==> config.mk <==
export PLATFORM = sky130hd
export DESIGN_NAME = vcsi_fifo
export DESIGN_NICKNAME = d
export VERILOG_FILES = /design/src/rtl/vertex_constrained_strip_intersection_defines.svh /design/src/rtl/vcsi_pkg.sv /design/src/rtl/vcsi_fifo.sv
export SDC_FILE = /design/constraint.sdc
export NUM_CORES = 1
export LEC_CHECK = 0
export BUFFER_PORTS_ARGS = -buffer_cell sky130_fd_sc_hd__buf_4
export CORE_ASPECT_RATIO = 1.4
export CORE_UTILIZATION = 52
export DETAILED_ROUTE_END_ITERATION = 7
export GPL_TIMING_DRIVEN = 0
export PLACE_DENSITY_LB_ADDON = 0.25
export SLEW_MARGIN = 15
export SYNTH_ARGS = -nofsm -noshare
export SYNTH_HDL_FRONTEND = slang
export SYNTH_SLANG_ARGS = --single-unit
==> constraint.sdc <==
create_clock -name i_clk -period 12.2 [get_ports i_clk]
set_input_delay 3.05 -clock i_clk [delete_from_list [all_inputs] [get_ports i_clk]]
set_output_delay 3.05 -clock i_clk [all_outputs]
set_load 0.02 [all_outputs]
==> src/rtl/vertex_constrained_strip_intersection_defines.svh <==
// Assertion macros shared by the strip intersection RTL.
`ifndef VERTEX_CONSTRAINED_STRIP_INTERSECTION_DEFINES_SVH
`define VERTEX_CONSTRAINED_STRIP_INTERSECTION_DEFINES_SVH

// Implication checked on every clock edge outside reset.
`define VCSI_ASSERT_IMP(lbl, clk, rst_n, ante, cons, msg) \
    lbl: assert property (@(posedge clk) disable iff (!rst_n) (ante) |-> (cons)) \
        else $error(msg);

// Next-cycle implication checked outside reset.
`define VCSI_ASSERT_NXT(lbl, clk, rst_n, ante, cons, msg) \
    lbl: assert property (@(posedge clk) disable iff (!rst_n) (ante) |=> (cons)) \
        else $error(msg);

`endif

==> src/rtl/vcsi_pkg.sv <==
// ----------------------------------------------------------------------------
// vcsi_pkg
// Shared widths and types of the strip intersection block.
// ----------------------------------------------------------------------------
`timescale 1ns / 1ps
package vcsi_pkg;
    localparam int CoordWidth = 24;
    localparam int FracBits   = 24;
    localparam int DiffWidth  = CoordWidth + 2;            // vab, s, t
    localparam int CrossWidth = 2 * DiffWidth + 1;         // qs, rt
    localparam int DotWidth   = DiffWidth + CrossWidth + 2;
    localparam int QWidth     = FracBits + 2;              // quotient incl. rounding
    localparam int DivSteps   = FracBits + 1;
    localparam int FifoDepth  = 4;
    localparam int FifoAw     = $clog2(FifoDepth);

    localparam logic [1:0] RegVertexX = 2'd0;
    localparam logic [1:0] RegVertexY = 2'd1;
    localparam logic [1:0] RegVertexZ = 2'd2;

    typedef logic signed [CoordWidth-1:0] t_coord;
    typedef logic signed [DiffWidth-1:0]  t_diff;
    typedef logic signed [DotWidth-1:0]   t_dot;

    // Classified transaction handed from front to back.
    typedef struct packed {
        logic                 ok;
        logic                 neg;
        logic [DotWidth-1:0]  num_mag;
        logic [DotWidth-1:0]  den_mag;
        t_diff                sab_x;   // A+B
        t_diff                sab_y;
        t_diff                sab_z;
        t_diff                vab_x;
        t_diff                vab_y;
        t_diff                vab_z;
    } t_job;
endpackage

==> src/rtl/vcsi_fifo.sv <==
// ----------------------------------------------------------------------------
// vcsi_fifo
// Short queue between the front and the back, with a fill count.
// ----------------------------------------------------------------------------
`timescale 1ns / 1ps
module vcsi_fifo import vcsi_pkg::*; (
    input  logic  i_clk,
    input  logic  i_rst_n,
    input  logic  i_push,
    input  t_job  i_data,
    input  logic  i_pop,
    output logic  o_empty,
    output logic  [FifoAw:0] o_count,
    output t_job  o_data
);
    t_job r_mem[FifoDepth];
    logic [FifoAw-1:0] r_wp, r_rp;
    logic [FifoAw:0]   r_cnt;

    always_ff @(posedge i_clk) begin
        if (i_push) r_mem[r_wp] <= i_data;
    end
    always_ff @(posedge i_clk) begin
        if (!i_rst_n) begin
            r_wp <= '0; r_rp <= '0; r_cnt <= '0;
        end else begin
            if (i_push) r_wp <= r_wp + 1'b1;
            if (i_pop)  r_rp <= r_rp + 1'b1;
            r_cnt <= r_cnt + (FifoAw+1)'(i_push) - (FifoAw+1)'(i_pop);
        end
    end
    assign o_empty = (r_cnt == '0);
    assign o_count = r_cnt;
    assign o_data  = r_mem[r_rp];
endmodule

=== Word-level counts from Yosys, hierarchy flattened ===
Memory sizes are Yosys's and may differ from the RTL's. A register that Yosys moved wholly into a read port is not among the register bits.
Index checks and enable logic that the tools add are counted.

* Memories kept: 1
* RAM bits: 1,280
* Output and inout port bits: 324
* Flip-flop bits (word level): 7

{| class="wikitable"
|+ Memory list
! name !! words !! width !! read ports !! clocked after Yosys merged registers in !! write ports !! RTL line !! RTL
|-
| r_mem || 4 || 320 || 1 || 1 || 1 || vcsi_fifo.sv:16 || <nowiki>t_job r_mem[FifoDepth];</nowiki>
|}

* Mux-type cells: 4
* Reductions and logical operators: 1
* Add/subtract/negate cells: 4

{| class="wikitable"
|+ Operators by type and width
! kind !! number
|-
| $add 2x1->2 const B || 2
|-
| $mux 2 || 2
|-
| $add 3x1->3 || 1
|-
| $logic_not 3->1 || 1
|-
| $sub 3x1->3 || 1
|-
| $mux 1 || 2
|}

=== Longest topological paths before layout ===
Gate-level depths: netlist of the first run.

* Depth in word-level cells: 3
* Mapped depth: 7
* Gate-level depth less buffers: 7

=== Worst setup path after synthesis of the first run ===
OpenSTA, ideal clock, no wires.

* Path type: input port to flip-flop
* Start: in i_push
* End: mem r_mem[0][0] in the netlist's numbering, enable pin
* Arrival time: 10,262 ps
* Stages: 1
* Required time: 11,479 ps
* Setup slack: 1,216 ps
* Cells stage by stage: and2_1

* Cells in the longest elaborated chain, start to end: 2

{| class="wikitable"
|+ RTL lines
! what !! RTL line !! RTL
|-
| from (decl) || vcsi_fifo.sv:9 || <nowiki>input logic i_push,</nowiki>
|-
| $mux 1 || vcsi_fifo.sv:21 || <nowiki>if (i_push) r_mem[r_wp] <= i_data;</nowiki>
|-
| $mux 1 (not written as such) || vcsi_fifo.sv:21 ||
|-
| to (decl) || vcsi_fifo.sv:16 ||
|}

No other way between the ends.

==> summary.txt, run 1 <==
Clock tree
  • CTS Buf Count: 116
  • Reg clk slew, reported paths: 0.07 ns
  • H-tree depth: 3
  • Post-cts sizing count: 0
  • CTS Root Cell: clkbuf_16
  • Clk_lat worst skew: 0.70 ns
  • Clk buf depth: 3
  • Post-CTS setup buffers: 0
  • Sinks on Clock Net: 1289
  • CTS tree: done
  • Hold Buf Count CTS: 0

Floorplan
  • Die ar.: 0.09150 mm²
  • Initial Util: 52.38%
  • Core area: 0.08962 mm²
  • Die height: 357.5 µm
  • Die Width: 255.9 µm
  • FP Rows: 130
  • I/O pins: 648

GRT
  • GRT Util Overall: 22.25%
  • Vias in the first global route: 22710
  • Global-route wire length before repair: 147.6 mm
  • Overflow after GRT: 0
  • Largest net degree at the start of global routing: 52
  • Antenna violations before repair: 34

Placement
  • Final GP Congestion: 0.7808
  • Place WS: 6.714 ns
  • Detailed Place HPWL: 69.64 mm
  • Placed cell area: 0.05406 mm²
  • IO Port Bufs: 647
  • Dpl cells: 3579

STA
  • Worst clock skew: 0.02616 ns
  • Setup violations, final: 0
  • Setup WS post-layout: 6.156 ns
  • Worst Tran Pin Value: 0.9263 ns
  • Slew Limit Fails: 0
  • Slew margin rel.: 38.25%
  • Final hold vios: 0
  • WHS: 0.5379 ns
  • RSZ-0062 raised after global routing: false
  • Tmin final: 6.044 ns
  • Period utilization: 49.54%
  • Total negative slack: 0 ns
  • F_max: 165.5 MHz

Cells and area
  • Commonest cells after routing, fill and taps aside: edfxtp_1, buf_4, mux4_2, clkbuf_16, buf_12
  • P&R area growth vs syn: 23.55%
  • Final core utilization: 64.71%
  • Post-Layout Cell Count: 3818
  • Layout cells sized above 1: 47.53%
  • Layout net count: 2840
  • Commonest non-fill, non-tap cell in the layout: edfxtp_1
  • Finished Cell Area: 0.05800 mm²

Synthesis
  • Simple-Gate Fraction of Synth Area: 0.1466%
  • Avg Cell Area, Syn: 27.39 µm²
  • Largest family of logic cells by synthesized area: multiplexers
  • Syn Inst Count: 1714
  • Xor/xnor cell area share of the yosys netlist: 0.08796%
  • Syn Std Cell Area: 0.04694 mm²
  • Complex-gate fraction of the synthesized area: 0.03199%
  • Library cells used by synthesis: 20
  • Yosys warns: 0
  • Post-synthesis mux area share: 15.37%
  • Syn nets: 2045
  • Adder-cell share of the synthesized area: 0.2026%
  • Number of synthesized register bits: 1289
  • Seq/Total Area, Yosys: 82.27%

Setup path
  • Largest delay contributor family on the critical path: buffers and inverters
  • Setup CP Type: flop to primary output
  • Worst Path Max Fanout: 10
  • CP Data Arrival Time: 2.99 ns
  • Worst path bufs/invs: 4
  • CP required: 9.15 ns
  • CP max-delay cell: clkbuf_1
  • Worst setup EP type: primary output
  • Startpoint types: flop
  • FF-to-FF Start: r_wp[1]
  • Critical path, cell by cell: buf_2 > clkbuf_1 > buf_2 > mux4_2 > buf_4
  • Most used cell, CP: buf_2
  • Crit-path max cell delay: 0.72 ns

Drt
  • DRC errors left: 0
  • 1st-iter DRT viols: 1432
  • Final ANT Viol Nets: 0
  • Pre-Repair DR Iteration Count: 5
  • DR WL/cell: 26.94 µm
  • WL final: 102.8 mm
  • Routed vias: 21270
  • Vias per cell: 5.570

Pwr
  • LEAKAGE: 19.49 nW
  • PD cells: 173.5 mW/mm²
  • Total power: 10.06 mW
  • Worst vdd ir: 0.1351 mV

Worst hold path
  • Worst min-delay path category: flop to flop
  • Hold Crit Start: r_rp[0]

Run status
  • Status: complete, no violations

Run
  • Max cap viols: 0
-- synth_stat cells, drive strengths merged --
master,n,area (µm²)
and2,6,37.54
nor3,1,5.000
xor3,1,23.77
fa,1,20.02
clkbuf,5,18.77
mux4,320,7207
dfxtp,9,180.2
buf,67,842.1
a21bo,1,10.01
xnor2,2,17.52
inv,7,26.28
edfxtp,1280,38440
nor2,5,18.77
ha,6,75.07
mux2i,1,10.01
a21oi,1,5.000
nand3b,1,7.510
-- where the power goes --
group / switching [mW] / internal [mW] / total (mW)
registers: 0.0478 / 5.09 / 5.14
clock network: 1.57 / 2.09 / 3.66
logic: 0.683 / 0.579 / 1.26
total: 2.30 / 7.76 / 10.1
-- metal layers --
| layer | GRT usage (%) | wire length, µm |
|---|---|---|
| met1 | 25.51 | 35900 |
| met2 | 37.46 | 53440 |
| met3 | 7.768 | 9254 |
| met4 | 10.85 | 4068 |
| met5 | 0 | 174 |
-- state kept, by name (all words and copies together) (netlist names), named ones only --
register / count
r_mem: 1280
o_count: 3
r_wp: 2
r_rp: 2
-- cell type report --
type | count | area, µm²
sequential | 1289 | 38620
fill | 5783 | 31630
multi-input combinational | 346 | 7447
timing repair buffer | 677 | 5623
clock buffer | 133 | 3009
tap | 1188 | 1486
clock inverter | 85 | 875.8
buffer | 72 | 860.8
antenna | 21 | 52.55
inverter | 7 | 26.28
-- final timing paths --
path | endpoint | slack (ns) | cells after the start
hold reg to reg | flop | 0.54 | 2
setup / recovery | o_data[249] | 6.16 | 5
setup reg to reg | r_mem[1][309] | 9.43 | 7
hold / removal | flop | 0.54 | 2
-- worst register-to-register path, stage by stage (launching register included) --
cell and delay, ns:
dfxtp_1 0.35, inv_1 0.09, ha_1 0.14, and2_4 0.56, buf_16 0.33, buf_16 0.32
buf_12 0.31, buf_16 0.30
-- kinds of logic (layout without fill, tap and decap cells) --
kind of cell	count (synthesis)	count (layout)
compound gates	2	2
mux	321	321
other cells	0	21
buf+inv	79	974
xor+xnor	3	3
simple gates	13	13
flops	1289	1289
fa+ha+maj	7	7
Power figures use the tool's default switching activity.
==> run 2, diff against run 1 <==
- ABC_AREA: unset -> 1
- clock period: 12.2 -> 5.5 ns (I/O delays scaled with it)
==> run 2 against run 1 <==
  * Routed wire length increased by 25%
  * Synthesized cell count increased by 120%
  * Clock-buffer cell count increased by 12
  * Design area increased by 6.1%
  * Combinational power increased by 120%
  * Utilization decreased by 0.42 points
  * Sequential cell count unchanged
  * Cell count increased by 57%
  * Largest cell class unchanged
==> summary.txt, run 2 <==
Setup path
  • Startpoint types: flop
  • Worst setup EP type: primary output
  • CP Data Arrival Time: 2.66 ns (-0.33 ns)
  • Internal reg-to-reg setup slack: 2.51 ns (-6.92 ns)
  • Worst Path Max Fanout: 10 (unchanged)
  • Reg2reg path depth: 9 (+2)
  • Crit path capture: o_data[53]
  • Setup CP Type: flop to primary output
  • FF-to-FF Start: r_wp[0]
  • R2r endpoint: r_mem[3][205]
  • CP required: 4.12 ns (-5.03 ns)

Clock tree
  • Reg clk slew, reported paths: 0.06 ns (about the same)
  • Sinks on Clock Net: 1289 (unchanged)
  • CTS tree: done
  • CTS Buf Count: 113 (-2.6%)
  • Post-cts sizing count: 0 (unchanged)
  • Clk_lat worst skew: 0.72 ns (+0.02 ns)
  • Hold Buf Count CTS: 0 (unchanged)
  • CTS Root Cell: clkbuf_16
  • Clk buf depth: 3 (unchanged)
  • H-tree depth: 3 (unchanged)
  • Post-CTS setup buffers: 0 (unchanged)

Cells and area
  • Final core utilization: 64.30% (-0.42 points)
  • Commonest cells after routing, fill and taps aside: edfxtp_1, buf_4, inv_1, nand2_1, a21oi_1
  • Commonest non-fill, non-tap cell in the layout: edfxtp_1
  • Max reg flops: 1280 (unchanged)
  • Layout net count: 4931 (+74%)
  • Layout cells sized above 1: 22.56% (-25 points)
  • Reg with most FFs: r_mem
  • Finished Cell Area: 0.06155 mm² (+6.1%)
  • P&R area growth vs syn: 22.18%

Synthesis
  • Count leader, synth: edfxtp_1
  • Yosys top cell area share: 76.30% (-5.6 points)
  • Leading register cell type out of synthesis: edfxtp_1
  • Yosys warns: 0 (unchanged)
  • Syn Inst Count: 3787 (+120%)
  • Top post-synthesis cells by area: edfxtp_1, inv_1, nand2_1
  • Library cells used by synthesis: 16 (-20%)
  • Post-synth EDFFs: 1280 (unchanged)
  • Number of synthesized register bits: 1289 (unchanged)
  • Post-synth ARST share: 0% (unchanged)
  • Syn nets: 4118 (+100%)
  • Top cells by count, synth: edfxtp_1, inv_1, nand2_1, a21oi_1, o21ai_0
  • Seq/Total Area, Yosys: 76.65% (-5.6 points)
  • Leading area contributor after synthesis: edfxtp_1
  • Avg Cell Area, Syn: 13.30 µm² (-51%)
  • Syn Std Cell Area: 0.05038 mm² (+7.3%)

Placement
  • Placed cell area: 0.05801 mm² (+7.3%)
  • Detailed Place HPWL: 85.55 mm (+23%)
  • Final GP Congestion: 0.8125 (+4.1%)
  • IO Port Bufs: 647 (unchanged)

Drt
  • Pre-Repair DR Iteration Count: 5 (unchanged)
  • DRC errors left: 0 (unchanged)
  • Vias per cell: 5.312 (-4.6%)
  • WL final: 128.1 mm (+25%)
  • Routed vias: 31850 (+50%)
  • 1st-iter DRT viols: 2911 (+100%)
  • DR WL/cell: 21.37 µm (-21%)
  • Final ANT Viol Nets: 0 (unchanged)

Pwr
  • Worst vdd ir: 0.3286 mV (+140%)
  • LEAKAGE: 24.18 nW (+24%)
  • PD cells: 352.8 mW/mm² (+100%)

STA
  • Worst clock skew: 0.02210 ns (-0.004061 ns)
  • Slew margin rel.: 53.20% (+15 points)
  • Final hold vios: 0 (unchanged)
  • RSZ-0062 raised after global routing: false
  • Worst Tran Pin Value: 0.7005 ns (-0.2257 ns)
  • Tmin final: 4.036 ns
  • Setup violations, final: 0 (unchanged)
  • Slew Limit Fails: 0 (unchanged)
  • Period utilization: 73.38%
  • F_max: 247.8 MHz

Run
  • Max cap viols: 0 (unchanged)

Floorplan
  • Die Width: 265.1 µm (+3.6%)
  • Die ar.: 0.09815 mm² (+7.3%)
  • Core area: 0.09573 mm² (+6.8%)
  • I/O pins: 648 (unchanged)
  • Die height: 370.3 µm (+3.6%)
  • FP Rows: 134 (+3.1%)
  • Initial Util: 52.62% (+0.25 points)

GRT
  • Overflow after GRT: 0 (unchanged)
  • Largest net degree at the start of global routing: 32 (-38%)
  • Antenna violations before repair: 29 (-15%)
  • Vias in the first global route: 30970 (+36%)
  • Global-route wire length before repair: 187.0 mm (+27%)
  • GRT Util Overall: 25.65% (+3.4 points)

Run status
  • Status: complete, no violations

Worst hold path
  • Worst min-delay path category: flop to flop
[run 2: worst max-delay path, stage by stage, from the launching register on]
cell     delay, ns
dfxtp_1       0.30
buf_2         0.35
buf_2         0.46
buf_2         0.33
a21oi_1       0.06
o21ai_0       0.09
nand2_1       0.15
buf_4         0.19
[run 2: logic make-up (layout without fill, tap and decap cells)]
kind of cell | count (synthesis) | in the layout | share of synthesized area (%)
flip-flops | 1289 | 1289 | 76.65
AND/OR/NAND/NOR | 653 | 653 | 4.870
AO/OA/AOI/OAI | 970 | 970 | 11.23
buffers and inverters | 868 | 1771 | 7.061
other | 0 | 14 | 0
adder cells (fa/ha/maj) | 7 | 7 | 0.1888
[run 2: metal layers]
metal	global-route usage, %	vias up	part of all wire, %
met3	7.983	251	9.5
li1	-	14910	-
met5	0	-	0.15
met4	11.33	28	4.0
met1	30.57	15490	37
met2	42.83	1170	50
[run 2: cell type report]
type	instances	area, µm²
clock buffers	145	2989
multi-input cells	1630	8269
fillers	6893	34180
plain buffers	213	1099
well taps	1292	1617
diodes	14	35.03
repair buffers	698	5938
flip-flops and latches	1289	38620
inverters	655	2474
clock inverters	60	516.7
[run 2: through the flow]
stage | setup WS [ns] | total power, mW | TNS (ns) | instances | hold WS, ns
global route | 1.375 | 22.40 | 0 | 5995 | 0.5037
global placement | -5.489 | 14.38 | -6919.02 | 5726 | 0.4453
finish | 1.464 | 21.71 | 0 | 5996 | 0.4656
detailed placement | 1.455 | 14.36 | 0 | 5777 | 0.4593
floorplan | -1.094 | 12.97 | -1399.83 | 3787 | 0.4356
CTS | 1.415 | 21.83 | 0 | 5982 | 0.4694
[run 2: worst min-delay path by stage]
stage	depth (start not counted)	slack [ns]	startpoint	end
after floorplan	2	0.44	r_rp[1]	flop
after global placement	2	0.45	r_rp[1]	flop
after detailed placement	2	0.46	r_rp[1]	flop
after CTS	2	0.47	r_rp[1]	flop
after global routing	2	0.50	r_rp[1]	flop
final	2	0.47	r_rp[1]	flop
[run 2: report_power, final]
group / switching, mW / leakage [nW] / internal [mW]
logic: 1.84 / 10.6 / 0.990
clock network: 3.40 / 1.71 / 4.16
registers: 0.0832 / 11.8 / 11.2
total: 5.32 / 24.2 / 16.4
